`src/rtl/core/button_gesture_detector_macros.svh`:
```
// Assertion macros shared by the button gesture detector RTL.
`ifndef BUTTON_GESTURE_DETECTOR_MACROS_SVH
`define BUTTON_GESTURE_DETECTOR_MACROS_SVH

// The consequent must hold in the same cycle as the antecedent.
`define BGD_ASSERT_IMPLY(label, clk, rst_n, ante, cons, msg) \
  label: assert property (@(posedge clk) disable iff (!rst_n) (ante) |-> (cons)) \
    else $error(msg);

// The consequent must hold in the cycle after the antecedent.
`define BGD_ASSERT_NEXT(label, clk, rst_n, ante, cons, msg) \
  label: assert property (@(posedge clk) disable iff (!rst_n) (ante) |=> (cons)) \
    else $error(msg);

`endif

```
`src/rtl/core/bgd_pkg.sv`:
```
`default_nettype none

package bgd_pkg;

  localparam int CFG_W     = 16;
  localparam int CFG_IDX_W = 2;
  localparam int COUNT_W   = 4;

  localparam logic [CFG_IDX_W-1:0] CFG_DEBOUNCE = 2'd0;
  localparam logic [CFG_IDX_W-1:0] CFG_WINDOW   = 2'd1;
  localparam logic [CFG_IDX_W-1:0] CFG_HOLD     = 2'd2;

  localparam logic [CFG_W-1:0] DEBOUNCE_RST = 16'd50;
  localparam logic [CFG_W-1:0] WINDOW_RST   = 16'd400;
  localparam logic [CFG_W-1:0] HOLD_RST     = 16'd5000;

  localparam logic [COUNT_W-1:0] COUNT_MAX = 4'd15;

  typedef enum logic [1:0] {
    EVT_NONE  = 2'd0,
    EVT_GROUP = 2'd1,
    EVT_LONG  = 2'd2
  } event_kind_t;

  typedef struct packed {
    logic [CFG_W-1:0] debounce;
    logic [CFG_W-1:0] window;
    logic [CFG_W-1:0] hold;
  } cfg_t;

  typedef struct packed {
    event_kind_t        kind;
    logic [COUNT_W-1:0] count;
    logic               level;
  } step_res_t;

endpackage

`default_nettype wire

```
`src/rtl/core/bgd_in_if.sv`:
```
`default_nettype none

interface bgd_in_if;
  logic valid;
  logic ready;
  logic button_level;

  modport source (output valid, output button_level, input ready);
  modport sink (input valid, input button_level, output ready);
endinterface

`default_nettype wire

```
`src/rtl/core/bgd_out_if.sv`:
```
`default_nettype none

interface bgd_out_if;
  import bgd_pkg::*;

  logic               valid;
  logic               ready;
  event_kind_t        event_kind;
  logic [COUNT_W-1:0] press_count;
  logic               stable_level;

  modport source (output valid, output event_kind, output press_count, output stable_level,
                  input ready);
  modport sink (input valid, input event_kind, input press_count, input stable_level,
                output ready);
endinterface

`default_nettype wire

```
`src/rtl/core/bgd_cfg_regs.sv`:
```
`default_nettype none

module bgd_cfg_regs (
  input  wire logic                          clk,
  input  wire logic                          rst_n,
  input  wire logic                          cfg_we,
  input  wire logic [bgd_pkg::CFG_IDX_W-1:0] cfg_index,
  input  wire logic [bgd_pkg::CFG_W-1:0]     cfg_wdata,
  output bgd_pkg::cfg_t                      cfg
);
  import bgd_pkg::*;

  cfg_t cfg_r;

  always_ff @(posedge clk) begin
    if (!rst_n) begin
      cfg_r.debounce <= DEBOUNCE_RST;
      cfg_r.window   <= WINDOW_RST;
      cfg_r.hold     <= HOLD_RST;
    end else if (cfg_we) begin
      unique case (cfg_index)
        CFG_DEBOUNCE: cfg_r.debounce <= cfg_wdata;
        CFG_WINDOW:   cfg_r.window   <= cfg_wdata;
        CFG_HOLD:     cfg_r.hold     <= cfg_wdata;
        default: begin
        end
      endcase
    end
  end

  assign cfg = cfg_r;

endmodule

`default_nettype wire

```
`src/rtl/core/bgd_step.sv`:
```
`default_nettype none

module bgd_step #(
  parameter int TIME_WIDTH = 17
) (
  input  wire logic    clk,
  input  wire logic    rst_n,
  input  wire logic    en,
  input  wire logic    level,
  input  wire bgd_pkg::cfg_t cfg,
  output bgd_pkg::step_res_t res
);
  import bgd_pkg::*;

  localparam int CW = (TIME_WIDTH > CFG_W) ? TIME_WIDTH : CFG_W;

  logic                  raw_r, raw_nxt;
  logic                  deb_r, deb_nxt;
  logic                  lpd_r, lpd_nxt;
  logic [TIME_WIDTH-1:0] slc_r, slc_nxt;
  logic [TIME_WIDTH-1:0] held_r, held_nxt;
  logic [TIME_WIDTH-1:0] slr_r, slr_nxt;
  logic [COUNT_W-1:0]    cnt_r, cnt_nxt;
  event_kind_t           kind;
  logic [COUNT_W-1:0]    count_out;

  function automatic logic [TIME_WIDTH-1:0] sat_inc(input logic [TIME_WIDTH-1:0] v);
    return (v == '1) ? v : v + TIME_WIDTH'(1);
  endfunction

  always_comb begin
    raw_nxt   = level;
    deb_nxt   = deb_r;
    lpd_nxt   = lpd_r;
    cnt_nxt   = cnt_r;
    slc_nxt   = sat_inc(slc_r);
    held_nxt  = sat_inc(held_r);
    slr_nxt   = sat_inc(slr_r);
    kind      = EVT_NONE;
    count_out = '0;

    if (level != raw_r) begin
      slc_nxt = '0;
    end

    if ((CW'(slc_nxt) > CW'(cfg.debounce)) && (deb_r != level)) begin
      deb_nxt = level;
      slc_nxt = '0;
      if (!level) begin
        held_nxt = '0;
        lpd_nxt  = 1'b0;
      end else if (!lpd_r && (CW'(held_nxt) < CW'(cfg.hold))) begin
        if (CW'(slr_nxt) <= CW'(cfg.window)) begin
          if (cnt_r != COUNT_MAX) begin
            cnt_nxt = cnt_r + COUNT_W'(1);
          end
        end else begin
          cnt_nxt = COUNT_W'(1);
        end
        slr_nxt = '0;
      end
    end

    if (!deb_nxt && !lpd_nxt && (CW'(held_nxt) >= CW'(cfg.hold))) begin
      lpd_nxt = 1'b1;
      cnt_nxt = '0;
      kind    = EVT_LONG;
    end

    if (deb_nxt && (cnt_nxt != '0) && (CW'(slr_nxt) > CW'(cfg.window))) begin
      kind      = EVT_GROUP;
      count_out = cnt_nxt;
      cnt_nxt   = '0;
    end
  end

  always_ff @(posedge clk) begin
    if (!rst_n) begin
      raw_r  <= 1'b1;
      deb_r  <= 1'b1;
      lpd_r  <= 1'b0;
      slc_r  <= '0;
      held_r <= '0;
      slr_r  <= '0;
      cnt_r  <= '0;
    end else if (en) begin
      raw_r  <= raw_nxt;
      deb_r  <= deb_nxt;
      lpd_r  <= lpd_nxt;
      slc_r  <= slc_nxt;
      held_r <= held_nxt;
      slr_r  <= slr_nxt;
      cnt_r  <= cnt_nxt;
    end
  end

  assign res.kind  = kind;
  assign res.count = count_out;
  assign res.level = deb_nxt;

endmodule

`default_nettype wire

```
`src/rtl/core/button_gesture_detector.sv`:
```
// A tick passes from the input register into the result register when the result register
// is empty or its result is taken, and is then offered on the output channel.
// Throughput: one tick per cycle; the input register and the result register let a new
// tick enter every cycle while the result side is taking transfers.
// Reset: synchronous, active low; registers return to 50, 400 and 5000, the button reads
// as released, all counters clear and both channel registers empty.
`default_nettype none

`include "button_gesture_detector_macros.svh"

module button_gesture_detector #(
  parameter int TIME_WIDTH = 17
) (
  input  wire logic                          clk,
  input  wire logic                          rst_n,
  bgd_in_if.sink                             in_ch,
  bgd_out_if.source                          out_ch,
  input  wire logic                          cfg_we,
  input  wire logic [bgd_pkg::CFG_IDX_W-1:0] cfg_index,
  input  wire logic [bgd_pkg::CFG_W-1:0]     cfg_wdata
);
  import bgd_pkg::*;

  cfg_t      cfg;
  step_res_t res;

  logic               s1_valid_r;
  logic               s1_level_r;
  logic               out_valid_r;
  event_kind_t        out_kind_r;
  logic [COUNT_W-1:0] out_count_r;
  logic               out_level_r;
  logic               advance;

  assign advance      = s1_valid_r && (!out_valid_r || out_ch.ready);
  assign in_ch.ready  = !s1_valid_r || advance;

  bgd_cfg_regs u_cfg (
    .clk       (clk),
    .rst_n     (rst_n),
    .cfg_we    (cfg_we),
    .cfg_index (cfg_index),
    .cfg_wdata (cfg_wdata),
    .cfg       (cfg)
  );

  bgd_step #(
    .TIME_WIDTH (TIME_WIDTH)
  ) u_step (
    .clk   (clk),
    .rst_n (rst_n),
    .en    (advance),
    .level (s1_level_r),
    .cfg   (cfg),
    .res   (res)
  );

  always_ff @(posedge clk) begin
    if (!rst_n) begin
      s1_valid_r <= 1'b0;
    end else if (in_ch.ready) begin
      s1_valid_r <= in_ch.valid;
    end
  end

  always_ff @(posedge clk) begin
    if (in_ch.valid && in_ch.ready) begin
      s1_level_r <= in_ch.button_level;
    end
  end

  always_ff @(posedge clk) begin
    if (!rst_n) begin
      out_valid_r <= 1'b0;
    end else if (advance) begin
      out_valid_r <= 1'b1;
    end else if (out_ch.ready) begin
      out_valid_r <= 1'b0;
    end
  end

  always_ff @(posedge clk) begin
    if (advance) begin
      out_kind_r  <= res.kind;
      out_count_r <= res.count;
      out_level_r <= res.level;
    end
  end

  assign out_ch.valid        = out_valid_r;
  assign out_ch.event_kind   = out_kind_r;
  assign out_ch.press_count  = out_count_r;
  assign out_ch.stable_level = out_level_r;

  `BGD_ASSERT_NEXT(a_advance_fills_out, clk, rst_n, advance, out_valid_r, "result register not loaded")
  `BGD_ASSERT_IMPLY(a_group_has_count, clk, rst_n, out_valid_r && (out_kind_r == EVT_GROUP), out_count_r != '0, "press group event with zero count")
  `BGD_ASSERT_IMPLY(a_count_only_group, clk, rst_n, out_valid_r && (out_kind_r != EVT_GROUP), out_count_r == '0, "press count without press group event")
  `BGD_ASSERT_IMPLY(a_long_while_down, clk, rst_n, out_valid_r && (out_kind_r == EVT_LONG), !out_level_r, "long press reported while released")

endmodule

`default_nettype wire
```
`src/flat_wrapper.sv`:
```
// flat-port wrapper written by rule: the top's interface ports become plain ports
module button_gesture_detector_flat import bgd_pkg::*;
#(
  parameter int TIME_WIDTH = 17
)
  (clk, rst_n, cfg_we, cfg_index, cfg_wdata, in_ch_valid, in_ch_button_level, in_ch_ready, out_ch_valid, out_ch_event_kind, out_ch_press_count, out_ch_stable_level, out_ch_ready);
  bgd_in_if in_ch_i ();
  bgd_out_if out_ch_i ();
  input  wire logic clk;
  input  wire logic rst_n;
  input  wire logic cfg_we;
  input  wire logic [bgd_pkg::CFG_IDX_W-1:0] cfg_index;
  input  wire logic [bgd_pkg::CFG_W-1:0] cfg_wdata;
  input wire logic [$bits(in_ch_i.valid)-1:0] in_ch_valid;
  input wire logic [$bits(in_ch_i.button_level)-1:0] in_ch_button_level;
  output wire logic [$bits(in_ch_i.ready)-1:0] in_ch_ready;
  output wire logic [$bits(out_ch_i.valid)-1:0] out_ch_valid;
  output wire logic [$bits(out_ch_i.event_kind)-1:0] out_ch_event_kind;
  output wire logic [$bits(out_ch_i.press_count)-1:0] out_ch_press_count;
  output wire logic [$bits(out_ch_i.stable_level)-1:0] out_ch_stable_level;
  input wire logic [$bits(out_ch_i.ready)-1:0] out_ch_ready;
  assign in_ch_i.valid = in_ch_valid;
  assign in_ch_i.button_level = in_ch_button_level;
  assign in_ch_ready = in_ch_i.ready;
  assign out_ch_valid = out_ch_i.valid;
  assign out_ch_event_kind = out_ch_i.event_kind;
  assign out_ch_press_count = out_ch_i.press_count;
  assign out_ch_stable_level = out_ch_i.stable_level;
  assign out_ch_i.ready = out_ch_ready;
  button_gesture_detector #(.TIME_WIDTH(TIME_WIDTH)) u_core (.clk(clk), .rst_n(rst_n), .in_ch(in_ch_i), .out_ch(out_ch_i), .cfg_we(cfg_we), .cfg_index(cfg_index), .cfg_wdata(cfg_wdata));
endmodule
```
`config.mk`:
```
export PLATFORM = sky130hd
export DESIGN_NAME = button_gesture_detector_flat
export DESIGN_NICKNAME = d
export VERILOG_FILES = /design/src/rtl/core/bgd_pkg.sv /design/src/rtl/core/bgd_in_if.sv /design/src/rtl/core/bgd_out_if.sv /design/src/rtl/core/bgd_cfg_regs.sv /design/src/rtl/core/bgd_step.sv /design/src/rtl/core/button_gesture_detector.sv /design/src/flat_wrapper.sv
export VERILOG_INCLUDE_DIRS = /design/src /design/src/rtl/core
export SDC_FILE = /design/constraint.sdc
export NUM_CORES = 1
export LEC_CHECK = 0
export ABC_AREA = 1
export BUFFER_PORTS_ARGS = -buffer_cell sky130_fd_sc_hd__buf_2
export CAP_MARGIN = 20
export CORE_MARGIN = 5
export CORE_UTILIZATION = 25
export DETAILED_ROUTE_END_ITERATION = 6
export GPL_ROUTABILITY_DRIVEN = 0
export GPL_TIMING_DRIVEN = 0
export PLACE_DENSITY_LB_ADDON = 0.08
export SLEW_MARGIN = 15
export SYNTH_ARGS = -nofsm -noshare
export SYNTH_HDL_FRONTEND = slang
export SYNTH_HIERARCHICAL = 1
export SYNTH_SLANG_ARGS = --single-unit
```
`constraint.sdc`:
```
create_clock -name clk -period 6.8 [get_ports clk]
set_clock_uncertainty 0.2 [all_clocks]
set_input_delay 1.7 -clock clk [delete_from_list [all_inputs] [get_ports clk]]
set_output_delay 1.7 -clock clk [all_outputs]
set_load 0.01 [all_outputs]
```
==> results of run 1 <==
==> metal layers <==
metal | vias up | global-route usage | part of all wire
li1 | 4053 | - | -
met1 | 3340 | 0.189 | 0.49
met2 | 45 | 0.258 | 0.49
met3 | 8 | 0.0251 | 0.018
met4 | 0 | 0.0307 | 0.0076
met5 | - | 0 | 0
==> cell type report <==
cell class,instances,area (µm²)
Buffer,38,204
Clock buffer,22,507
Clock inverter,10,165
Fill cell,3666,22700
Inverter,218,818
Multi-Input combinational cell,863,4780
Sequential cell,116,2400
Tap cell,442,553
Timing Repair Buffer,36,193
==> final timing paths <==
check	start	end	cells after the start
setup / recovery	u_core/u_step/slc_r[0]	u_core/out_ch.press_count[3]	42
hold / removal	u_core/u_cfg/cfg[8]	u_core/u_cfg/cfg[8]	2
hold reg to reg	u_core/u_cfg/cfg[8]	u_core/u_cfg/cfg[8]	2
setup reg to reg	u_core/u_step/slc_r[0]	u_core/out_ch.press_count[3]	42
==> state kept, by name, indices dropped and copies added, names as in the netlist <==
name / flops
u_core/out_ch.event_kind: 2
u_core/out_ch.press_count: 4
u_core/out_ch.stable_level: 1
u_core/out_ch.valid: 1
u_core/s1_level_r: 1
u_core/s1_valid_r: 1
u_core/u_cfg/cfg: 48
u_core/u_step/cnt_r: 4
u_core/u_step/deb_r: 1
u_core/u_step/held_r: 17
u_core/u_step/lpd_r: 1
u_core/u_step/raw_r: 1
u_core/u_step/slc_r: 17
u_core/u_step/slr_r: 17
==> power by group through the flow <==
stage | registers (mW) | logic, mW | clock network, mW
final | 0.748 | 0.323 | 1.03
after detailed placement | 0.764 | 0.326 | 0
after global placement | 0.764 | 0.326 | 0
after CTS | 0.749 | 0.328 | 1.06
after global routing | 0.753 | 0.380 | 1.10
after floorplan | 0.756 | 0.225 | 0
==> placed cells by master, fill, tap and decap left out, drive strengths merged, types with 2 or more instances in the layout <==
cell type,n
edfxtp,8
clkbuf,42
o211ai,3
nor3,18
o21ai,49
nand3,65
a211oi,5
o2111ai,2
a21oi,108
ha,83
clkinvlp,3
xnor2,8
inv,219
nand4,29
xor2,15
nand3b,3
clkinv,2
dfxtp,108
bufinv,4
buf,54
nor3b,3
nor2,157
or2,5
o21a,5
nand2,297
==> what timing repair did <==
action | 4_1_cts | 5_1_grt
pin swaps | 0 | 3
setup endpoints to repair | 8 | 11
gates resized for setup | 1 | 20
setup buffers | 0 | 4
==> worst max-delay path, delay by kind of cell (launching register included) <==
kind	cells	cell delay, ps
simple gates	34	3790
fa+ha+maj	3	730
buf+inv	4	570
flops	1	380
compound gates	1	130
==> synthesized netlist by cell type (6+ instances only) <==
cell type | number | share of area
nand2_1 | 287 | 0.13
inv_1 | 213 | 0.098
nor2_1 | 148 | 0.068
dfxtp_1 | 108 | 0.27
a21oi_1 | 105 | 0.065
ha_1 | 83 | 0.13
nand3_1 | 59 | 0.036
o21ai_0 | 47 | 0.029
nand4_1 | 29 | 0.022
clkbuf_1 | 21 | 0.0097
xor2_1 | 15 | 0.016
nor3_1 | 14 | 0.0086
nand2_2 | 10 | 0.0077
edfxtp_1 | 8 | 0.030
xnor2_1 | 8 | 0.0086
buf_4 | 7 | 0.0065
buf_2 | 6 | 0.0037
nor2_2 | 6 | 0.0046
==> cell families (layout without fill, tap and decap cells) <==
kind of cell | count (synthesis) | after routing | share of synthesized area
AND/OR/NAND/NOR | 579 | 579 | 0.309
buffers and inverters | 256 | 324 | 0.125
AO/OA/AOI/OAI | 178 | 178 | 0.118
flip-flops | 116 | 116 | 0.295
adder cells (fa/ha/maj) | 83 | 83 | 0.128
XOR/XNOR | 23 | 23 | 0.0248
==> stage by stage <==
step                power [mW]  cells  hold slack [ps]
floorplan                0.981   1235              229
global placement          1.09   1708              246
detailed placement        1.09   1709              253
CTS                       2.14   1741              266
global route              2.23   1745              287
finish                    2.10   1745              263
==> metrics, run 1 <==
Final Hold Vio Count 0; Combinational Power Share 0.154; GRT Residual Overflow 0; final period utilization 0.884; cell area after layout roughly 9600 µm²; Final Core Density 0.298; Final TNS setup 0 ps; Pwr Density 218 nW/µm²; unrepaired setup endpoints after global routing false; max_cap viols 0; largest net degree at the start of global routing 17; clock sink count 116; Gate Count Post-Synth 1235; fin. max-slew vios 0; initial antenna violation count 0; warnings from Yosys 6; reg2reg setup slack a little under 800 ps; Core ar. 32300 µm²; IO Port Bufs 31; Final HPWL DP 20900 µm; ANT cells 0; number of synthesized flops with an enable pin 8; Yosys cell types 43; static leakage between 4 and 5 nW; Routed Antenna Nets 0; effective utilization at floorplan 0.252; Num CTS Buffers 17; DRC Markers 0; syn_area_per_cell around 6.6 µm²; Clk pwr share 0.490; P_int roughly 1.5 mW; max incr delay on CP 380 ps; Routed WL per cell 14.7 µm; status finished clean; Via density 4.27; row cnt 66; Async S/R FF share, synth 0; area of placed instances 8850 µm²; number of global-route vias before repair 7537; Worst Tran Pin Value about 670 ps; Synth Register Bits 116; post-synth design cell area 8130 µm²; Skew-Pair Late Insertion Delay 430 ps; Syn Nets roughly 1300; post-cts hold buffer count 0; first-pass GRT wire length 41400 µm; Sw Share 0.281; final worst slack slightly below 800 ps; via count ~7400; Starting DRT DRC Count between 200 and 300; peak supply drop approximately 0.17 mV; final WL 25600 µm; critical path required time ~6900 ps; Most used DFF post-synth dfxtp_1; Flop pwr share 0.356; area delta synth->final 18.3%; depth of the CTS H-tree 4; die area 36200 µm²; total track usage 0.147; Critical Path Fanout Max 10; Setup CP Type reg -> reg; crit start category flip-flop; crit path time final 6010 ps; Max Buffers Root-to-Sink 2; Setup Viol. Count Final 0; pre-CTS WS -212 ps; CTS tree yes; register area share after synthesis 0.295; drt first pass iters 5; die height 190 µm; Top cell by count, worst path nand2_1; I/O Pins 33; Clk pin slew, worst setup/hold paths 60 ps; sw power slightly below 600 µW; Slowest-stage cell, CP dfxtp_1; Die Wd 190 µm; Achievable Freq roughly 170 MHz; Arrival @ worst endpoint 6080 ps; Layout Nets approximately 1400; Hold Crit Class reg -> reg; CP endpoint kind flip-flop; ratio of cells with drive above 1 in the final layout 0.107; slew margin rel. 0.552; Root Buffer clkbuf_16
(Power assumes the default switching activity.)
==> inputs of run 2 (changes only) <==
--- a/config.mk
+++ b/config.mk
@@ -9,7 +9,6 @@
 export ABC_AREA = 1
 export BUFFER_PORTS_ARGS = -buffer_cell sky130_fd_sc_hd__buf_2
 export CAP_MARGIN = 20
-export CORE_MARGIN = 5
 export CORE_UTILIZATION = 25
 export DETAILED_ROUTE_END_ITERATION = 6
 export GPL_ROUTABILITY_DRIVEN = 0
==> constraint.sdc (replaced) <==
create_clock -name clk -period 5.4 [get_ports clk]
set_clock_uncertainty 0.2 [all_clocks]
set_input_delay 1.35 -clock clk [delete_from_list [all_inputs] [get_ports clk]]
set_output_delay 1.35 -clock clk [all_outputs]
set_load 0.01 [all_outputs]
==> run 2 against run 1 <==
Effect of this change: the flow now finishes with violations (setup timing); sequential power rose by 26%; cell count rose by 2.2%; worst hold slack got worse by 1.6 ps; wire length rose by 4.4%; register-to-register slack got worse by 800 ps; die area fell by 8.2%; maximum frequency rose by 11%; largest power group unchanged; highest routed layer unchanged.
==> metrics, run 2 (synthesized netlist as in run 1, its figures left out) <==
final WL around 27000 µm; max_cap viols 0; cell area after layout 10700 µm²; max incr delay on CP about 350 ps; filler cell count around 3500; Final Hold Vio Count 0; Setup CP Type reg -> reg; Final HPWL DP 20500 µm; fin. max-slew vios 0; commonest non-fill, non-tap cells in the layout nand2_1, inv_1, nor2_1, dfxtp_1, a21oi_1; Power Total 2.60 mW; drt first pass iters 4; Reg2Reg Depth between 40 and 50; Slowest-stage cell, CP dfxtp_4; peak supply drop 0.222 mV; area of placed instances slightly below 9000 µm²; static leakage 5.08 nW; depth of the CTS H-tree 4; ratio of cells with drive above 1 in the final layout 0.236; Achievable Freq 185 MHz; Root Buffer clkbuf_16; Clk pin slew, worst setup/hold paths 60 ps; Routed WL per cell ~15 µm; total track usage 0.168; Worst Tran Pin Value 902 ps; Via density 4.34; clock sink count 116; IO Port Bufs 31; Skew-Pair Late Insertion Delay about 420 ps; slew margin rel. 0.398; Setup Viol. Count Final 4; post-cts hold buffer count 0; commonest non-fill, non-tap cell in the layout nand2_1; unrepaired setup endpoints after global routing true; row cnt 65; via count 7742; CP endpoint kind flip-flop; Layout Nets 1444; Worst Hold Launch u_core/u_cfg/cfg[9]; Top cell by count, worst path nand2_4; Reg2Reg Capture Point u_core/u_step/cnt_r[1]; final worst slack -13.2 ps; area delta synth->final 31.6%; Max Buffers Root-to-Sink 2; Worst Setup SP u_core/u_step/slc_r[0]; Critical Path Fanout Max 5; CP endpoint u_core/u_step/cnt_r[1]; final period utilization 1.00; I/O Pins 33; WHS Path Cells 2; GRT Residual Overflow 0; DRC Markers 0; die height 182 µm; ANT cells 0; Core ar. 31800 µm²; Routed Antenna Nets 0; status finished, violations left; crit start category flip-flop; Starting DRT DRC Count 337; effective utilization at floorplan 0.256; failing checks setup timing; Pwr Density around 240 nW/µm²; initial antenna violation count 0; number of global-route vias before repair 7889; Num CTS Buffers 17; reg2reg setup slack -10 ps; Arrival @ worst endpoint ~5500 ps; Hold Crit Class reg -> reg; first-pass GRT wire length ~43000 µm; die area 33300 µm²; largest net degree at the start of global routing 17; CTS tree yes; crit path time final approximately 5400 ps; critical path required time around 5500 ps; Largest register FFs 48; Die Wd approximately 180 µm; R2R Path Start u_core/u_step/slc_r[0]
-- run 2: changes by cell type in the layout (fill, tap and decap cells not counted), sizes merged --
| cell | before | now |
|---|---|---|
| buf | 54 | 99 |
| bufinv | 4 | 3 |
| clkinv | 2 | 6 |
| inv | 219 | 217 |
-- run 2: layout make-up --
class                   instances  area (µm²)  area share
well taps                     435         544      0.0508
plain buffers                  38         243      0.0227
flip-flops and latches        116        2410       0.226
inverters                     218         825      0.0770
clock buffers                  20         447      0.0417
clock inverters                11         135      0.0126
multi-input cells             863        5520       0.515
repair buffers                 83         578      0.0540
-- run 2: report_power, final --
part	switching, mW	internal (mW)
combinational	0.310	0.186
sequential	0.0340	0.908
clock	0.431	0.730
total	0.775	1.82
-- run 2: metal layers --
layer  GRT usage  vias to the layer above  share of wire
met2       0.297                       65           0.50
met1       0.211                     3511           0.47
met3      0.0253                       19          0.021
met4      0.0434                        0         0.0099
li1            -                     4147              -
met5           0                        -              0
-- run 2: critical path: cells and delay by family, from the launching register on --
family	cells	cell delay, ps
buffers and inverters	6	680
DFF	1	350
AOI/OAI and AO/OA	6	650
adders and majority gates	3	710
and+or+nand+nor	27	2630
-- run 2: worst min path at each step --
stage | endpoint | slack, ps
detailed placement | u_core/u_cfg/cfg[12] | 250
global route | u_core/u_cfg/cfg[36] | 280
floorplan | u_core/u_cfg/cfg[12] | 230
global placement | u_core/u_cfg/cfg[12] | 250
CTS | u_core/u_cfg/cfg[12] | 260
finish | u_core/u_cfg/cfg[9] | 260
-- run 2: metrics by stage --
step | hold WS, ps | cells | util | setup TNS [ps] | worst slack (ps)
floorplan | 229 | 1235 | - | 0 | 109
global route | 285 | 1784 | 0.337 | -2890 | -332
finish | 262 | 1784 | 0.337 | -29.4 | -13.2
global placement | 245 | 1701 | 0.278 | -23050 | -1900
detailed placement | 248 | 1701 | 0.278 | -20750 | -1790
CTS | 263 | 1775 | 0.327 | -598 | -124
-- run 2: what timing repair did --
item / in CTS / in global routing
gates cloned: 2 / 0
setup buffers: 41 / 9
pin swaps: 75 / 54
gates resized for setup: 151 / 61
endpoints found under the setup margin: 21 / 11
